===== config.mk =====
export PLATFORM = sky130hd
export DESIGN_NAME = acw_queue
export DESIGN_NICKNAME = d
export VERILOG_FILES = /design/src/sv/acw_pkg.sv /design/src/sv/acw_queue.sv
export VERILOG_INCLUDE_DIRS = /design/src /design/src/sv
export SDC_FILE = /design/constraint.sdc
export NUM_CORES = 1
export LEC_CHECK = 0
export ABC_CLOCK_PERIOD_IN_PS = 1500
export BUFFER_PORTS_ARGS = -buffer_cell sky130_fd_sc_hd__clkbuf_2
export CAP_MARGIN = 20
export CORE_ASPECT_RATIO = 0.7
export CORE_MARGIN = 2
export CORE_UTILIZATION = 45
export CTS_BUF_LIST = sky130_fd_sc_hd__clkbuf_16
export CTS_CLUSTER_DIAMETER = 60
export DETAILED_ROUTE_END_ITERATION = 8
export GPL_ROUTABILITY_DRIVEN = 0
export PLACE_DENSITY = 0.79
export SLEW_MARGIN = 0
export SYNTH_ARGS = -nofsm -noshare
export SYNTH_HDL_FRONTEND = slang
export SYNTH_SLANG_ARGS = --single-unit

===== constraint.sdc =====
create_clock -name clk -period 1.5 [get_ports clk]
set_input_delay 0.45 -clock clk [delete_from_list [all_inputs] [get_ports clk]]
set_output_delay 0.45 -clock clk [all_outputs]
set_load 0.01 [all_outputs]

===== src/sv/ack_driven_congestion_window_defines.svh =====
// ----------------------------------------------------------------------------
// ack_driven_congestion_window_defines.svh
// assertion macros shared by the congestion window rtl
// ----------------------------------------------------------------------------
`ifndef ACK_DRIVEN_CONGESTION_WINDOW_DEFINES_SVH
`define ACK_DRIVEN_CONGESTION_WINDOW_DEFINES_SVH
`ifndef SYNTHESIS
// condition holds at every clock edge out of reset
`define ACW_ASSERT(label, expr, msg) \
    label: assert property (@(posedge clk) disable iff (!rst_n) (expr)) else $error(msg);
// consequent holds in the same cycle as the antecedent
`define ACW_ASSERT_IMPL(label, ante, cons, msg) \
    label: assert property (@(posedge clk) disable iff (!rst_n) (ante) |-> (cons)) \
        else $error(msg);
// consequent holds in the cycle after the antecedent
`define ACW_ASSERT_NEXT(label, ante, cons, msg) \
    label: assert property (@(posedge clk) disable iff (!rst_n) (ante) |=> (cons)) \
        else $error(msg);
`else
`define ACW_ASSERT(label, expr, msg)
`define ACW_ASSERT_IMPL(label, ante, cons, msg)
`define ACW_ASSERT_NEXT(label, ante, cons, msg)
`endif
`endif


===== src/sv/acw_pkg.sv =====
// ----------------------------------------------------------------------------
// acw_pkg
// types and constants of the congestion window controller
// ----------------------------------------------------------------------------
package acw_pkg;

    localparam int START_W     = 12;
    localparam int SIZE_W      = 11;
    localparam int CNT_W       = 2;
    localparam int TICK_W      = 24;
    localparam int OP_W        = 2;
    localparam int ACKNUM_W    = 13;
    localparam int CFG_IDX_W   = 2;
    localparam int CFG_DATA_W  = 24;
    localparam int EV_W        = 3;
    localparam int QUEUE_DEPTH = 2;

    localparam logic [SIZE_W-1:0]  MAX_WINDOW_RST    = SIZE_W'(16);
    localparam logic [START_W-1:0] TOTAL_PACKETS_RST = START_W'(4095);
    localparam logic [TICK_W-1:0]  TIMEOUT_TICKS_RST = TICK_W'(5000000);

    typedef enum logic [OP_W-1:0] {
        OP_ACK  = 2'd0,
        OP_SENT = 2'd1,
        OP_TICK = 2'd2
    } opcode_t;

    typedef enum logic [CFG_IDX_W-1:0] {
        CFG_MAX_WINDOW    = 2'd0,
        CFG_TOTAL_PACKETS = 2'd1,
        CFG_TIMEOUT_TICKS = 2'd2
    } cfg_index_t;

    typedef enum logic [EV_W-1:0] {
        EV_NONE     = 3'd0,
        EV_ADVANCED = 3'd1,
        EV_HALVED   = 3'd2,
        EV_TIMEOUT  = 3'd3,
        EV_INVALID  = 3'd4
    } event_t;

    // what the back end has to do with a beat
    typedef enum logic [2:0] {
        KIND_NOP     = 3'd0,
        KIND_ACK     = 3'd1,
        KIND_SENT    = 3'd2,
        KIND_TICK    = 3'd3,
        KIND_INVALID = 3'd4
    } kind_t;

    typedef struct packed {
        kind_t               kind;
        logic [START_W-1:0]  idx;
    } job_t;

    typedef struct packed {
        logic [SIZE_W-1:0]   max_window;
        logic [START_W-1:0]  total_packets;
        logic [TICK_W-1:0]   timeout_ticks;
    } cfg_t;

endpackage


===== src/sv/acw_queue.sv =====
// ----------------------------------------------------------------------------
// acw_queue
// short job queue between the front and back ends
// ----------------------------------------------------------------------------
`include "ack_driven_congestion_window_defines.svh"

module acw_queue
    import acw_pkg::*;
(
    input  logic clk,
    input  logic rst_n,
    input  logic push,
    input  job_t push_job,
    output logic full,
    input  logic pop,
    output job_t pop_job,
    output logic empty
);

    localparam int PTR_W   = $clog2(QUEUE_DEPTH);
    localparam int COUNT_W = $clog2(QUEUE_DEPTH + 1);

    job_t               slot_reg [QUEUE_DEPTH];
    logic [PTR_W-1:0]   wr_ptr_reg;
    logic [PTR_W-1:0]   rd_ptr_reg;
    logic [COUNT_W-1:0] count_reg;

    function automatic logic [PTR_W-1:0] ptr_inc(input logic [PTR_W-1:0] p);
        return (p == PTR_W'(QUEUE_DEPTH - 1)) ? '0 : p + PTR_W'(1);
    endfunction

    assign full    = (count_reg == COUNT_W'(QUEUE_DEPTH));
    assign empty   = (count_reg == '0);
    assign pop_job = slot_reg[rd_ptr_reg];

    always_ff @(posedge clk)
    begin
        if (push)
        begin
            slot_reg[wr_ptr_reg] <= push_job;
        end
    end

    always_ff @(posedge clk or negedge rst_n)
    begin
        if (!rst_n)
        begin
            wr_ptr_reg <= '0;
            rd_ptr_reg <= '0;
            count_reg  <= '0;
        end
        else
        begin
            if (push)
            begin
                wr_ptr_reg <= ptr_inc(wr_ptr_reg);
            end
            if (pop)
            begin
                rd_ptr_reg <= ptr_inc(rd_ptr_reg);
            end
            if (push && !pop)
            begin
                count_reg <= count_reg + COUNT_W'(1);
            end
            else if (pop && !push)
            begin
                count_reg <= count_reg - COUNT_W'(1);
            end
        end
    end

    `ACW_ASSERT(a_no_push_when_full, !(push && full), "queue push while full")
    `ACW_ASSERT(a_no_pop_when_empty, !(pop && empty), "queue pop while empty")

endmodule


==> run_results.csv <==
group,metric,value,unit
floorplanning,starting_utilization_of_the_core_area,47.1,%
clock_network,cts_post_setup_buffers_inserted,0,
run_status,outcome,"finished with violations",
sta,finalMaxSlewViolations,0,
clock_network,clkTransAtPathRegs,0.05,ns
sta,grt_setup_unrepaired,"true",
job,cap_violations,0,
sta,finalCritPeriodShare,115,%
synth,avgSynthCellArea,21.0,sq um
cells_and_area,most-common-layout-cells,"30 x sky130_fd_sc_hd__edfxtp_1, 29 x sky130_fd_sc_hd__clkbuf_2, 9 x sky130_fd_sc_hd__mux2_4",
routing,firstDrtPassIters,4,
critical_path,critical_path.max_stage_delay,0.38,ns
placement,placed_cell_areas,1560,sq um
critical_path,critical_path.cell_chain,"buf_4, mux2_2, clkbuf_2",
sta,hold_viol_final,0,
power_and_ir_drop,power.total,3.40,mW
placement,pre_cts_ws,0.0444,ns
routing,num_vias,680,
global_route,vias_in_the_first_global_route,680,
critical_path,critPathKind,"reg2out",
floorplanning,die-height,49.3,um
routing,antenna_left,0,
sta,clock-skew-final,0.00186,ns
placement,placement.io_buffers,35,
floorplanning,core-area,2800,sq um
clock_network,clkSinkCount,34,
cells_and_area,most_common_cell_after_layout_fill_and_taps_aside,"sky130_fd_sc_hd__edfxtp_1",
cells_and_area,final_cell_area,1760,sq um
floorplanning,ioPinCount,36,
clock_network,cts_tree,"done",
critical_path,cp_data_arrival_time,1.27,ns
placement,hpwl,1440,um
critical_path,cp_max_stage_cell,"sky130_fd_sc_hd__dfrtp_1",
critical_path,path_buf_inv,2,
synth,synth_cell_type_count,13,
hold_path,hold_class,"in2reg",
routing,drc,0,
sta,max_freq,0.582,GHz
routing,vias_per_cell,4.66,
synth,post_synth_inst_count,63,
synth,post_synth_design_cell_area,1320,sq um
global_route,grt_antenna_before_repair,0,
critical_path,cp_top_family,"flip-flops",
cells_and_area,largest_register_ffs,30,
routing,drt-total-wl,1950,um
clock_network,cts_root_buffer,"sky130_fd_sc_hd__clkbuf_16",
critical_path,launching_element_type_of_the_critical_path,"flop",
floorplanning,design.die.area,3390,sq um
global_route,gr-usage-met2,20.7,%
global_route,use_met3,8.31,%
clock_network,cts.htree.levels,2,
run_status,failed_checks,"negative setup slack",
routing,routedWlPerCell,13.4,um
clock_network,total_clock_buffers_created_by_cts,5,
power_and_ir_drop,cellPowerDensity,1940,nW/um^2
clock_network,clk-insertion-delay-late,0.27,ns
critical_path,critical_path.max_fanout,4,
global_route,grt-busiest-layer,"met2",
cells_and_area,antennaDiodeCount,0,
critical_path,crit_path_end_kind,"primary output",
global_route,grt-ovfl-total,0,
synth,synth_nets,83,
sta,worst_slack,-0.218,ns
synth,warnings_from_yosys,0,
sta,period_minus_slack,1.72,ns
sta,timing_worst_slew_pin_value,0.202,ns
clock_network,clock_path_buffers,2,
synth,synth-seq-cells,34,
sta,setup_viol,15,
sta,max-slew-margin-rel,86.5,%
cells_and_area,fill_cells,220,
routing,drt_first_iter_violations,23,
cells_and_area,fraction_of_final_layout_cells_with_drive_strength_greater_than_1,57.3,%
synth,yosysSeqAreaShare,75.8,%
cells_and_area,fin_nets,129,
global_route,global_routing_met1_resource_utilization,13.6,%
cells_and_area,areaGrowthSynthToFinish,32.9,%
floorplanning,placementRows,16,
global_route,track_usage,13.4,%
global_route,grt_pass1_wl,2990,um
global_route,grt_start_max_net_pins,16,
power_and_ir_drop,irDropWorstVdd,1.01,mV
power_and_ir_drop,leakage,0.730,nW
critical_path,critical_path_required,1.05,ns
floorplanning,die_boundary_width,68.8,um
cell usage after synthesis:
cell type / number / area (sq um)
sky130_fd_sc_hd__mux2_2: 6 / 67.6
sky130_fd_sc_hd__ha_1: 1 / 12.5
sky130_fd_sc_hd__buf_6: 1 / 11.3
sky130_fd_sc_hd__inv_1: 1 / 3.75
sky130_fd_sc_hd__xnor2_1: 1 / 8.76
sky130_fd_sc_hd__nor2_1: 2 / 7.51
sky130_fd_sc_hd__edfxtp_1: 30 / 901
sky130_fd_sc_hd__nor2b_1: 2 / 12.5
sky130_fd_sc_hd__mux2_4: 9 / 135
sky130_fd_sc_hd__dfrtp_1: 4 / 100
sky130_fd_sc_hd__buf_12: 1 / 20.0
sky130_fd_sc_hd__and2_1: 1 / 6.26
sky130_fd_sc_hd__xor2_1: 4 / 35.0
per-stage QoR:
step / utilization, % / TNS [ns] / std cells / hold slack, ns
after detailed placement: 55.8 / 0 / 137 / 0.269
after CTS: 61.3 / -3.31 / 146 / 0.358
final: 62.6 / -3.10 / 146 / 0.365
after global routing: 62.6 / -3.95 / 146 / 0.355
after global placement: 55.8 / 0 / 137 / 0.265
after floorplan: - / 0 / 63 / 0.154
power breakdown:
group	total [mW]	switching, mW	internal, mW	leakage, nW
Clock	0.948	0.344	0.604	0.0672
Combinational	1.08	0.467	0.618	0.335
Sequential	1.36	0.0904	1.27	0.328
Total	3.40	0.902	2.50	0.730
timing repair:
action | CTS | global route
resized for setup | 1 | 13
hold endpoints to repair | 4 | 0
setup endpoints to repair | 15 | 15
gates cloned | 0 | 0
hold buffers | 1 | 0
layout make-up:
class                           count  area (sq um)  area share (%)
Sequential cell                    34          1000            57.0
Multi-Input combinational cell     26           288            16.4
Timing Repair Buffer               41           277            15.8
Clock buffer                        5           125            7.13
Tap cell                           36          45.0            2.57
Clock inverter                      3          16.3           0.927
Inverter                            1          3.75           0.214
worst register-to-register path, stage by stage (launching register included):
cell	delay, ns
sky130_fd_sc_hd__dfrtp_1	0.38
sky130_fd_sc_hd__and2_1	0.13
sky130_fd_sc_hd__buf_4	0.23
worst paths after layout:
| kind | from | endpoint | slack (ns) | cells after the start |
|---|---|---|---|---|
| min in group asynchronous | rst_n | count_reg[0] | 0.53 | 2 |
| max | rd_ptr_reg | pop_job[1] | -0.22 | 3 |
| min | push_job[8] | slot_reg[0][8] | 0.37 | 1 |
| max reg2reg | wr_ptr_reg | slot_reg[1][14] | 0.45 | 2 |
| max in group asynchronous | rst_n | count_reg[1] | 0.84 | 2 |
| min reg2reg | count_reg[1] | count_reg[1] | 0.49 | 1 |
per-layer routing:
layer	vias to the layer above	routed length [um]	share of wire, %
li1	327	-	-
met1	322	750	38
met2	27	965	49
met3	4	206	11
met4	0	29	1.5
met5	-	0	0
cells by family (layout without fill, tap and decap cells):
kind of cell | Yosys count | count (layout) | synth area share, %
mux | 15 | 15 | 15.3
buf+inv | 3 | 50 | 2.65
fa+ha+maj | 1 | 1 | 0.947
xor+xnor | 5 | 5 | 3.31
simple gates | 5 | 5 | 1.99
flops | 34 | 34 | 75.8
No activity file was read; power rests on OpenSTA's default activity.
