File: src/sv/ack_driven_congestion_window_defines.svh
// ----------------------------------------------------------------------------
// ack_driven_congestion_window_defines.svh
// assertion macros shared by the congestion window rtl
// ----------------------------------------------------------------------------
`ifndef ACK_DRIVEN_CONGESTION_WINDOW_DEFINES_SVH
`define ACK_DRIVEN_CONGESTION_WINDOW_DEFINES_SVH
`ifndef SYNTHESIS
// condition holds at every clock edge out of reset
`define ACW_ASSERT(label, expr, msg) \
    label: assert property (@(posedge clk) disable iff (!rst_n) (expr)) else $error(msg);
// consequent holds in the same cycle as the antecedent
`define ACW_ASSERT_IMPL(label, ante, cons, msg) \
    label: assert property (@(posedge clk) disable iff (!rst_n) (ante) |-> (cons)) \
        else $error(msg);
// consequent holds in the cycle after the antecedent
`define ACW_ASSERT_NEXT(label, ante, cons, msg) \
    label: assert property (@(posedge clk) disable iff (!rst_n) (ante) |=> (cons)) \
        else $error(msg);
`else
`define ACW_ASSERT(label, expr, msg)
`define ACW_ASSERT_IMPL(label, ante, cons, msg)
`define ACW_ASSERT_NEXT(label, ante, cons, msg)
`endif
`endif

File: src/sv/acw_pkg.sv
// ----------------------------------------------------------------------------
// acw_pkg
// types and constants of the congestion window controller
// ----------------------------------------------------------------------------
package acw_pkg;

    localparam int START_W     = 12;
    localparam int SIZE_W      = 11;
    localparam int CNT_W       = 2;
    localparam int TICK_W      = 24;
    localparam int OP_W        = 2;
    localparam int ACKNUM_W    = 13;
    localparam int CFG_IDX_W   = 2;
    localparam int CFG_DATA_W  = 24;
    localparam int EV_W        = 3;
    localparam int QUEUE_DEPTH = 2;

    localparam logic [SIZE_W-1:0]  MAX_WINDOW_RST    = SIZE_W'(16);
    localparam logic [START_W-1:0] TOTAL_PACKETS_RST = START_W'(4095);
    localparam logic [TICK_W-1:0]  TIMEOUT_TICKS_RST = TICK_W'(5000000);

    typedef enum logic [OP_W-1:0] {
        OP_ACK  = 2'd0,
        OP_SENT = 2'd1,
        OP_TICK = 2'd2
    } opcode_t;

    typedef enum logic [CFG_IDX_W-1:0] {
        CFG_MAX_WINDOW    = 2'd0,
        CFG_TOTAL_PACKETS = 2'd1,
        CFG_TIMEOUT_TICKS = 2'd2
    } cfg_index_t;

    typedef enum logic [EV_W-1:0] {
        EV_NONE     = 3'd0,
        EV_ADVANCED = 3'd1,
        EV_HALVED   = 3'd2,
        EV_TIMEOUT  = 3'd3,
        EV_INVALID  = 3'd4
    } event_t;

    // what the back end has to do with a beat
    typedef enum logic [2:0] {
        KIND_NOP     = 3'd0,
        KIND_ACK     = 3'd1,
        KIND_SENT    = 3'd2,
        KIND_TICK    = 3'd3,
        KIND_INVALID = 3'd4
    } kind_t;

    typedef struct packed {
        kind_t               kind;
        logic [START_W-1:0]  idx;
    } job_t;

    typedef struct packed {
        logic [SIZE_W-1:0]   max_window;
        logic [START_W-1:0]  total_packets;
        logic [TICK_W-1:0]   timeout_ticks;
    } cfg_t;

endpackage

File: src/sv/acw_front.sv
// ----------------------------------------------------------------------------
// acw_front
// config registers, input beat acceptance and classification
// ----------------------------------------------------------------------------
module acw_front
    import acw_pkg::*;
#(
    parameter int unsigned PACKET_DEPTH = 4096
)
(
    input  logic                  clk,
    input  logic                  rst_n,
    input  logic                  in_valid,
    output logic                  in_ready,
    input  logic [OP_W-1:0]       opcode,
    input  logic [ACKNUM_W-1:0]   ack_number,
    input  logic [START_W-1:0]    sent_index,
    input  logic                  cfg_write,
    input  logic [CFG_IDX_W-1:0]  cfg_index,
    input  logic [CFG_DATA_W-1:0] cfg_data,
    input  logic                  q_full,
    input  logic                  clearing,
    output logic                  q_push,
    output job_t                  q_job,
    output cfg_t                  cfg
);

    cfg_t                cfg_reg;
    logic [ACKNUM_W-1:0] ack_idx;

    always_ff @(posedge clk or negedge rst_n)
    begin
        if (!rst_n)
        begin
            cfg_reg.max_window    <= MAX_WINDOW_RST;
            cfg_reg.total_packets <= TOTAL_PACKETS_RST;
            cfg_reg.timeout_ticks <= TIMEOUT_TICKS_RST;
        end
        else if (cfg_write)
        begin
            unique case (cfg_index)
                CFG_MAX_WINDOW:    cfg_reg.max_window    <= cfg_data[SIZE_W-1:0];
                CFG_TOTAL_PACKETS: cfg_reg.total_packets <= cfg_data[START_W-1:0];
                CFG_TIMEOUT_TICKS: cfg_reg.timeout_ticks <= cfg_data[TICK_W-1:0];
                default: ;
            endcase
        end
    end

    assign cfg      = cfg_reg;
    assign in_ready = !clearing && !q_full;
    assign q_push   = in_valid && in_ready;

    always_comb
    begin
        ack_idx    = ack_number - ACKNUM_W'(1);
        q_job.kind = KIND_NOP;
        q_job.idx  = sent_index;
        unique case (opcode)
            OP_ACK:
            begin
                q_job.idx = ack_idx[START_W-1:0];
                if (ack_number == '0 || ack_idx > {1'b0, cfg_reg.total_packets} ||
                    32'(ack_idx) >= 32'(PACKET_DEPTH))
                begin
                    q_job.kind = KIND_INVALID;
                end
                else
                begin
                    q_job.kind = KIND_ACK;
                end
            end
            OP_SENT:
            begin
                if (32'(sent_index) < 32'(PACKET_DEPTH))
                begin
                    q_job.kind = KIND_SENT;
                end
            end
            OP_TICK: q_job.kind = KIND_TICK;
            default: q_job.kind = KIND_NOP;
        endcase
    end

endmodule

File: config.mk
export PLATFORM = sky130hd
export DESIGN_NAME = acw_front
export DESIGN_NICKNAME = d
export VERILOG_FILES = /design/src/sv/ack_driven_congestion_window_defines.svh /design/src/sv/acw_pkg.sv /design/src/sv/acw_front.sv
export SDC_FILE = /design/constraint.sdc
export NUM_CORES = 1
export LEC_CHECK = 0
export ABC_AREA = 1
export BUFFER_PORTS_ARGS = -buffer_cell sky130_fd_sc_hd__buf_2
export CAP_MARGIN = 10
export CELL_PAD_IN_SITES_DETAIL_PLACEMENT = 1
export CELL_PAD_IN_SITES_GLOBAL_PLACEMENT = 1
export CORE_ASPECT_RATIO = 1.75
export CORE_UTILIZATION = 36
export CTS_BUF_LIST = sky130_fd_sc_hd__clkbuf_8
export CTS_CLUSTER_DIAMETER = 30
export DETAILED_ROUTE_END_ITERATION = 10
export PLACE_DENSITY = 0.86
export SLEW_MARGIN = 20
export SYNTH_ARGS = -nofsm -noshare
export SYNTH_HDL_FRONTEND = slang
export SYNTH_SLANG_ARGS = --single-unit
File: constraint.sdc
create_clock -name clk -period 4.2 [get_ports clk]
set_clock_uncertainty 0.1 [all_clocks]
set_input_delay 0.21 -clock clk [delete_from_list [all_inputs] [get_ports clk]]
set_output_delay 0.21 -clock clk [all_outputs]
set_load 0.01 [all_outputs]
==> results of run 1 <==
[layer usage]
layer	share of wire	vias to the layer above
met4	0.012	0
li1	-	1184
met2	0.57	91
met3	0.065	7
met1	0.35	1117
met5	0	-
[synthesized netlist by cell type (2+ instances only)]
| cell type | count | area share |
|---|---|---|
| dfrtp_1 | 26 | 0.26 |
| clkbuf_1 | 8 | 0.012 |
| o21ai_0 | 40 | 0.079 |
| xnor2_1 | 2 | 0.0070 |
| nand3_1 | 5 | 0.0099 |
| inv_1 | 39 | 0.058 |
| nand2_2 | 5 | 0.012 |
| nor2_1 | 17 | 0.025 |
| a21oi_1 | 3 | 0.0060 |
| nor3_2 | 2 | 0.0079 |
| dfstp_2 | 21 | 0.22 |
| ha_1 | 14 | 0.070 |
| xor2_1 | 6 | 0.021 |
| nand2_1 | 86 | 0.13 |
| mux2_2 | 12 | 0.054 |
| nor2_2 | 2 | 0.0050 |
[kinds of logic (layout without fill, tap and decap cells)]
family / Yosys count / after routing / synth area share
simple gates: 122 / 122 / 0.206
buf+inv: 49 / 171 / 0.0735
flops: 47 / 47 / 0.477
compound gates: 46 / 46 / 0.0928
fa+ha+maj: 14 / 14 / 0.0695
mux: 12 / 12 / 0.0536
xor+xnor: 8 / 8 / 0.0278
[worst max-delay path by stage]
stage / cells after the start / start / to / slack (ns)
6_report: 17 / ack_number[0] / q_job[12] / 1.64
5_1_grt: 17 / ack_number[0] / q_job[12] / 1.36
2_1_floorplan: 15 / ack_number[0] / q_job[12] / 2.09
3_3_place_gp: 17 / ack_number[0] / q_job[12] / 1.77
4_1_cts: 17 / ack_number[0] / q_job[12] / 1.62
3_5_place_dp: 17 / ack_number[0] / q_job[12] / 1.62
[through the flow]
stage / instances / area (um2) / total power [mW] / util
after floorplan: 298 / 2520 / 0.795 / -
after global placement: 495 / 3200 / 0.954 / 0.470
after detailed placement: 495 / 3200 / 0.977 / 0.470
after CTS: 503 / 3330 / 1.37 / 0.490
after global routing: 504 / 3350 / 1.43 / 0.492
final: 504 / 3350 / 1.35 / 0.492
[final cells by class]
class                   instances  area [um2]
well taps                      84         105
multi-input cells             202        1130
clock inverters                 3        63.8
inverters                      40         150
clock buffers                   5        68.8
repair buffers                123         623
flip-flops and latches         47        1200
fillers                       898        3460
[what timing repair did]
action / 4_1_cts / 5_1_grt
endpoints found under the hold margin: 0 / 26
hold buffers: 0 / 1
resized for setup: 0 / 0
[power breakdown]
part | switching, mW | internal (mW) | total (mW)
combinational | 0.206 | 0.157 | 0.363
sequential | 0.0469 | 0.553 | 0.600
clock | 0.149 | 0.235 | 0.385
[worst max-delay path, cell delays in order]
cell and delay [ns]:
buf_2 0.12, inv_1 0.11, ha_1 0.21, nand2_2 0.11, nor3_1 0.18, xor2_1 0.23
ha_1 0.29, a21oi_1 0.14, o21ai_0 0.09, nor2_1 0.09, nand2_1 0.06, nand2_1 0.06
nand2_1 0.04, nand2_1 0.08, nand2_1 0.06, nand2_1 0.05, buf_2 0.12
==> reports/results.tsv, run 1 <==
metric	value	unit
ctsHtreeMaxLevel	2	
clkTransAtPathRegs	0.09	ns
post_cts_buffers	0	
status	finished clean	
die_width	65.2	um
synthCells	298	
synthesis.nets	371	
ys_warn_count	0	
grt_max_degree	48	
use_met1	0.193	
finalMaxSlewViolations	0	
clock_sinks	47	
cp.required	3.89	ns
path_class	input pin to output port	
grt_pass1_wl	11500	um
worst-r2r-setup-slack	3.27	ns
drt_pre_antenna_iters	4	
setup.worst_path.start_class	input pin	
r2r_end	cfg[27]	
start_util	0.370	
tritoncts	done	
num_vias	2399	
crit_path_end_kind	output port	
cp.arrival	2.25	ns
cts-root-buf	clkbuf_8	
p_leak	1.86	nW
tightest_slew	0.770	ns
fp-row-count	40	
grt_usage	0.201	
ant_nets	0	
layout.nets	492	
cts_buffers	5	
drive_gt1_frac	0.414	
use_met3	0.0447	
layout_commonest_cell	buf_2	
power_density	403	nW/um2
synth_edf_count	0	
grt_pass1_vias	2671	
hp-class	input pin to flip-flop	
setup_violations	0	
core	6810	um2
ys_seq_area_frac	0.477	
max_slew_margin	0.485	
largest_reg_flops	47	
wl_per_cell	13.8	um
die_h	113	um
fin_tns_setup	0	ns
area_delta_synth_final	32.8	%
finalHoldViolations	0	
holdCritStartpoint	cfg_data[11]	
synth_flop_cell	dfrtp_1	
antenna_found_initial	0	
dieArea	7350	um2
syn_area	2520	um2
most-common-layout-cells	buf_2 (121), nand2_1 (86), inv_1 (40), o21ai_0 (40), dfrtp_1 (26)	
final.min_clock_period	2.56	ns
busiest_layer	met2	
ir_drop	0.000404	V
grt.overflow.total	0	
clock.fmax	390	MHz
dpl_worst_slack	1.62	ns
gp_congestion	0.794	
clockBufferDepth	2	
ys_seq_elements	47	
clock_latency	0.29	ns
r2r_start	cfg[27]	
min_period_over_period	0.610	
io_pins	123	
avgSynthCellArea	8.46	um2
drt_iter0_drc	45	
port_buffers	122	
antenna_cells	0	
dp.final_hpwl	5680	um
hold_end	cfg[35]	
wl	6930	um
r2r_cells	2	
vias_per_cell	4.76	
synth.distinct_cells	26	
crit_fanout	3	
async_reset_ff_frac	1.00	
drc	0	
drv_cap	0	
hold_ws	0.0275	ns
worst_slack	1.64	ns
met2_usage	0.402	
worstHoldPathCells	3	
rsz0062_at_grt	false	
Note: power is estimated with default switching activity, not from simulation.
==> inputs of run 2 (changes only) <==
--- a/config.mk
+++ b/config.mk
@@ -11,11 +11,11 @@
 export CELL_PAD_IN_SITES_DETAIL_PLACEMENT = 1
 export CELL_PAD_IN_SITES_GLOBAL_PLACEMENT = 1
 export CORE_ASPECT_RATIO = 1.75
-export CORE_UTILIZATION = 36
+export CORE_UTILIZATION = 33
 export CTS_BUF_LIST = sky130_fd_sc_hd__clkbuf_8
 export CTS_CLUSTER_DIAMETER = 30
 export DETAILED_ROUTE_END_ITERATION = 10
-export PLACE_DENSITY = 0.86
+export PLACE_DENSITY = 0.8
 export SLEW_MARGIN = 20
 export SYNTH_ARGS = -nofsm -noshare
 export SYNTH_HDL_FRONTEND = slang
==> constraint.sdc (replaced) <==
create_clock -name clk -period 2.4 [get_ports clk]
set_clock_uncertainty 0.1 [all_clocks]
set_input_delay 0.12 -clock clk [delete_from_list [all_inputs] [get_ports clk]]
set_output_delay 0.12 -clock clk [all_outputs]
set_load 0.01 [all_outputs]
==> run 2 against run 1 <==
  * Clock power increased by 27%
  * Die area increased by 8.9%
  * Critical endpoint unchanged
  * Critical path type is now flip-flop to output port
  * Critical path depth decreased by 3
  * Highest routed layer unchanged
==> reports/results.tsv, run 2 (synthesis gave the netlist of run 1 again) <==
metric	value	unit	change
grt_usage	0.204		was 0.201
ant_nets	0		unchanged
r2r_end	cfg[26]		was cfg[27]
dp.cells	500		was 495
fin_cells	534		was 504
gp_congestion	0.827		was 0.794
fp-row-count	41		was 40
core	7280	um2	was 6810 um2
cts_buffers	5		unchanged
p_total	2.26	mW	was 1.35 mW
top_layer_used	met4		unchanged
wl_per_cell	14.7	um	was 13.8 um
layout.nets	520		was 492
most-common-layout-cells	buf_2 (120), nand2_1 (85), inv_1 (37), o21ai_0 (37), dfrtp_1 (26)		was buf_2 (121), nand2_1 (86), inv_1 (40), o21ai_0 (40), dfrtp_1 (26)
antenna_found_initial	0		unchanged
status	finished clean		unchanged
crit_top_cell	nand2_1		unchanged
ctsHtreeMaxLevel	2		unchanged
clock_sinks	47		unchanged
start_util	0.346		was 0.370
grt_max_degree	37		was 48
clock_latency	0.31	ns	was 0.29 ns
critPathTopFamily	simple AND/OR/NAND/NOR gates		unchanged
crit_buf_inv	2		was 3
vias_per_cell	4.75		was 4.76
r2r_start	cfg[26]		was cfg[27]
finalMaxSlewViolations	0		unchanged
drv_cap	0		unchanged
grt_pass1_wl	12300	um	was 11,500 um
die_width	68.1	um	was 65.2 um
tritoncts	done		unchanged
worst_slack	0.159	ns	was 1.64 ns
finalHoldViolations	0		unchanged
dp.final_hpwl	5890	um	was 5680 um
crit_chain	inv_1, ha_4, nand2_2, nor2_1, o21ai_1, nand2_1, nand2_1, nand2_1, nand2_1, nand2_1, nand2_1, nand2_1, nand2_1, buf_2		was buf_2, inv_1, ha_1, nand2_2, nor3_1, xor2_1, ha_1, a21oi_1, o21ai_0, nor2_1, nand2_1, nand2_1, nand2_1, nand2_1, nand2_1, nand2_1, buf_2
grt_pass1_vias	2709		was 2,671
power_density	610	nW/um2	was 403 nW/um2
r2r_cells	2		unchanged
p_leak	1.98	nW	was 1.86 nW
num_vias	2536		was 2,399
nFillCells	927		was 898
hp-class	input pin to flip-flop		unchanged
cp.required	2.18	ns	was 3.89 ns
setup.worst_path.start_class	flip-flop		was input pin
io_pins	123		unchanged
worst-r2r-setup-slack	1.47	ns	was 3.27 ns
tightest_slew	0.802	ns	was 0.770 ns
antenna_cells	0		unchanged
setup_violations	0		unchanged
wl_met2	4480	um	was 3950 um
clkTransAtPathRegs	0.08	ns	was 0.09 ns
ir_drop	0.000469	V	was 0.000404 V
crit_start	cfg[25]		was ack_number[0]
placed_cell_area	3230	um2	was 3200 um2
cp_num_cells	14		was 17
drc	0		unchanged
max_slew_margin	0.464		was 0.485
crit_path_end_kind	output port		unchanged
slowest_stage	dfstp_2		was ha_1
layout_commonest_cell	buf_2		unchanged
drive_gt1_frac	0.438		was 0.414
dieArea	8000	um2	was 7350 um2
cp.arrival	2.02	ns	was 2.25 ns
largest_reg_flops	47		unchanged
fin_area	3700	um2	was 3350 um2
grt.overflow.total	0		unchanged
port_buffers	122		unchanged
crit_path_end	q_job[12]		unchanged
regArea	1200	um2	unchanged
die_h	118	um	was 113 um
crit_fanout	3		unchanged
area_delta_synth_final	46.8	%	was 32.8%
wl_met3	452	um	unchanged
cpPeakStageDelay	0.56	ns	was 0.29 ns
drt_iter0_drc	44		was 45
final.min_clock_period	2.24	ns	
clockBufferDepth	2		unchanged
min_period_over_period	0.934		
cts-root-buf	clkbuf_8		unchanged
final_util	0.508		was 0.492
path_class	flip-flop to output port		was input pin to output port
drt_pre_antenna_iters	4		unchanged
multi_input_area	1240	um2	was 1130 um2
drt-met1-wl	2730	um	was 2450 um
clock.fmax	446	MHz	
dpl_worst_slack	-0.00176	ns	was 1.62 ns
wl	7870	um	was 6930 um
run 2: changes by cell type in the layout (fill, tap and decap cells not counted), sizes merged:
cell         change
buf              +7
bufinv           -2
clkbuf           +1
clkinv           +1
dlygate4sd3     +21
run 2: area by class of cell:
cell class                      instances  area share
Clock buffer                            6      0.0223
Clock inverter                          2     0.00237
Inverter                               40      0.0426
Multi-Input combinational cell        202       0.336
Sequential cell                        47       0.325
Tap cell                               86      0.0291
Timing Repair Buffer                  151       0.242
run 2: per-stage QoR:
stage	hold slack, ns	TNS (ns)
2_1_floorplan	-0.276	0
3_3_place_gp	-0.00417	0
3_5_place_dp	0.00268	-0.00176
4_1_cts	0.00274	0
5_1_grt	0.0320	-0.0264
6_report	0.000488	0
run 2: worst min-delay path, stage by stage:
cell and delay, ns:
buf_2 0.10, inv_1 0.08, o21ai_0 0.09
run 2: worst min-delay path by stage:
stage	end	startpoint	depth (start not counted)	slack, ns
3_3_place_gp	cfg[21]	rst_n	1	-0.004
4_1_cts	cfg[29]	cfg_data[5]	3	0.003
6_report	cfg[29]	cfg_data[5]	3	0.0005
5_1_grt	cfg[29]	cfg_data[5]	3	0.03
3_5_place_dp	cfg[21]	rst_n	1	0.003
2_1_floorplan	cfg[0]	rst_n	0	-0.28
run 2: report_power, final:
part | switching [mW] | leakage, nW | internal [mW]
Clock | 0.261 | 0.0524 | 0.228
Combinational | 0.389 | 1.39 | 0.329
Sequential | 0.0817 | 0.539 | 0.968
Total | 0.732 | 1.98 | 1.52
run 2: per-layer routing:
| metal | up-vias | GRT usage |
|---|---|---|
| met4 | 0 | 0.0755 |
| met5 | - | 0 |
| li1 | 1231 | - |
| met3 | 15 | 0.0388 |
| met1 | 1196 | 0.208 |
| met2 | 94 | 0.381 |
run 2: repair_timing:
item / in CTS / in global routing
setup buffers: 1 / 3
endpoints found under the setup margin: 1 / 2
pin swaps: 1 / 14
resized for setup: 0 / 30
cloned: 0 / 0
endpoints found under the hold margin: 45 / 0
hold buffers: 22 / 0
==> inputs of run 3 (changes only) <==
--- a/config.mk
+++ b/config.mk
@@ -15,7 +15,7 @@
 export CTS_BUF_LIST = sky130_fd_sc_hd__clkbuf_8
 export CTS_CLUSTER_DIAMETER = 30
 export DETAILED_ROUTE_END_ITERATION = 10
-export PLACE_DENSITY = 0.8
+export PLACE_DENSITY = 0.88
 export SLEW_MARGIN = 20
 export SYNTH_ARGS = -nofsm -noshare
 export SYNTH_HDL_FRONTEND = slang
==> constraint.sdc (replaced) <==
create_clock -name clk -period 2.4 [get_ports clk]
set_clock_uncertainty 0.1 [all_clocks]
set_input_delay 0.24 -clock clk [delete_from_list [all_inputs] [get_ports clk]]
set_output_delay 0.24 -clock clk [all_outputs]
set_load 0.01 [all_outputs]
==> run 3 against run 2 <==
  * The flow now finishes with violations (setup timing)
  * Die area unchanged
  * Global-route usage up 0.38 points
  * Cell area rose by 2.5%
  * Register-to-register slack worse by 0.11 ns
  * Fmax fell by 7.6%
  * First-iteration DRC count is 30% higher
  * Worst hold slack better by 0.058 ns
  * Sequential share of layout area is 0.78 points lower
  * Total power is 7.9% higher
  * Final cell count decreased by 1.3%
  * Flip-flop and latch count did not move
  * Largest power group unchanged
  * Highest routed layer unchanged
==> reports/results.tsv, run 3 (synthesis gave the netlist of run 1 again) <==
metric	value	unit	change
status	finished with violations		was finished clean
failed_checks	setup timing		
fp-row-count	41		unchanged
grt.overflow.total	0		unchanged
clock_latency	0.31	ns	about the same
clock_sinks	47		unchanged
finalHoldViolations	0		unchanged
met2_usage	0.379		was 0.381
wl_per_cell	15.8	um	was 14.7 um
rsz0062_at_grt	true		
cp.arrival	2.08	ns	was 2.02 ns
ctsHtreeMaxLevel	2		unchanged
cp.required	2.06	ns	was 2.18 ns
setup_violations	2		was 0
grt_pass1_vias	2742		was 2,709
finalMaxSlewViolations	0		unchanged
drc	0		unchanged
max_slew_margin	0.474		was 0.464
setup.worst_path.start_class	input pin		was flip-flop
drv_cap	0		unchanged
antenna_cells	0		unchanged
p_total	2.43	mW	was 2.26 mW
min_period_over_period	1.01		was 0.934
path_class	input pin to output port		was flip-flop to output port
layout_commonest_cell	buf_2		unchanged
use_met3	0.0407		was 0.0388
hold_ws	0.0582	ns	was 0.000488 ns
nFillCells	886		was 927
start_util	0.346		unchanged
antenna_found_initial	0		unchanged
crit_top_cell	nand2_1		unchanged
ant_nets	0		unchanged
cpPeakStageDelay	0.31	ns	was 0.56 ns
die_width	68.1	um	unchanged
clockBufferDepth	2		unchanged
drive_gt1_frac	0.522		was 0.438
most-common-layout-cells	buf_2 (116), nand2_1 (81), o21ai_0 (37), inv_1 (33), dfrtp_1 (26)		was buf_2 (120), nand2_1 (85), inv_1 (37), o21ai_0 (37), dfrtp_1 (26)
crit_path_end_kind	output port		unchanged
dp.final_hpwl	5890	um	about the same
cts-root-buf	clkbuf_8		unchanged
grt_max_degree	48		was 37
clkTransAtPathRegs	0.08	ns	about the same
area_delta_synth_final	50.4	%	was 46.8%
drt_pre_antenna_iters	4		unchanged
io_pins	123		unchanged
use_met1	0.207		was 0.208
slowest_stage	ha_1		was dfstp_2
power_density	642	nW/um2	was 610 nW/um2
p_leak	2.02	nW	was 1.98 nW
tritoncts	done		unchanged
crit_chain	buf_8, nor2_4, nand4_4, o21ai_2, o21ai_2, ha_1, nand4_1, inv_1, nand2_1, nand2_1, nand2_1, nand2_1, nand2_2, nor2_1, buf_2		was inv_1, ha_4, nand2_2, nor2_1, o21ai_1, nand2_1, nand2_1, nand2_1, nand2_1, nand2_1, nand2_1, nand2_1, nand2_1, buf_2
worst_slack	-0.0245	ns	was 0.159 ns
final.min_clock_period	2.42	ns	was 2.24 ns
largest_reg_flops	47		unchanged
crit_fanout	5		was 3
hp-class	input pin to flip-flop		unchanged
dieArea	8000	um2	unchanged
port_buffers	122		unchanged
ir_drop	0.000587	V	was 0.000469 V
grt_pass1_wl	12500	um	was 12,300 um
die_h	118	um	unchanged
busiest_layer	met2		unchanged
core	7280	um2	unchanged
layout.nets	513		was 520
grt_usage	0.207		was 0.204
placed_cell_area	3240	um2	was 3230 um2
tightest_slew	0.787	ns	was 0.802 ns
wl	8340	um	was 7870 um
clock.fmax	412	MHz	was 446 MHz
final_util	0.520		was 0.508
drt_iter0_drc	57		was 44
fin_area	3790	um2	was 3700 um2
vias_per_cell	4.79		was 4.75
cts_buffers	5		unchanged
num_vias	2522		was 2,536
gp_congestion	0.741		was 0.827
## run 3: critical path, delay by kind of cell
kind / cells / cell delay, ns
buffers and inverters: 3 / 0.33
AO/OA/AOI/OAI: 2 / 0.30
AND/OR/NAND/NOR: 9 / 0.89
adder cells (fa/ha/maj): 1 / 0.31
## run 3: path summary, 6_finish.rpt
check                              start         to  slack [ns]  cells after the start
max reg2reg                      cfg[32]    cfg[32]        1.36                      3
max in group asynchronous          rst_n     cfg[3]        1.43                      2
min                         cfg_data[17]    cfg[17]        0.06                      2
min in group asynchronous          rst_n    cfg[46]        0.37                      2
min reg2reg                       cfg[3]     cfg[3]        0.39                      2
max                        ack_number[1]  q_job[14]       -0.02                     15
## run 3: per-layer routing
metal / share of wire / wire length (um) / vias up
li1: - / - / 1216
met1: 0.36 / 2980 / 1184
met2: 0.55 / 4600 / 104
met3: 0.059 / 493 / 18
met4: 0.032 / 268 / 0
met5: 0 / 0 / -
## run 3: layout make-up
class / count / area, um2 / share of cell area
clock inverters: 2 / 35.0 / 0.00924
multi-input cells: 202 / 1380 / 0.364
flip-flops and latches: 47 / 1200 / 0.317
clock buffers: 6 / 82.6 / 0.0218
repair buffers: 144 / 823 / 0.217
inverters: 40 / 158 / 0.0416
well taps: 86 / 108 / 0.0284
## run 3: timing repair
item                                   4_1_cts  5_1_grt
setup endpoints to repair                    2        2
gates resized for setup                     20       48
buffers inserted                             7        9
pin swaps                                   13       23
hold buffers                                 0        1
cloned                                       0        0
endpoints found under the hold margin        0       26
## run 3: power by group
part	switching [mW]	internal, mW
registers	0.0784	0.968
clock network	0.273	0.337
logic	0.425	0.352
total	0.777	1.66
## run 3: stage by stage
| stage | setup TNS, ns | setup WS [ns] | instances |
|---|---|---|---|
| floorplan | 0 | 0.229 | 298 |
| global placement | -0.0751 | -0.0498 | 502 |
| detailed placement | -0.337 | -0.184 | 502 |
| CTS | -0.0728 | -0.0516 | 517 |
| global route | -0.335 | -0.177 | 527 |
| finish | -0.0470 | -0.0245 | 527 |
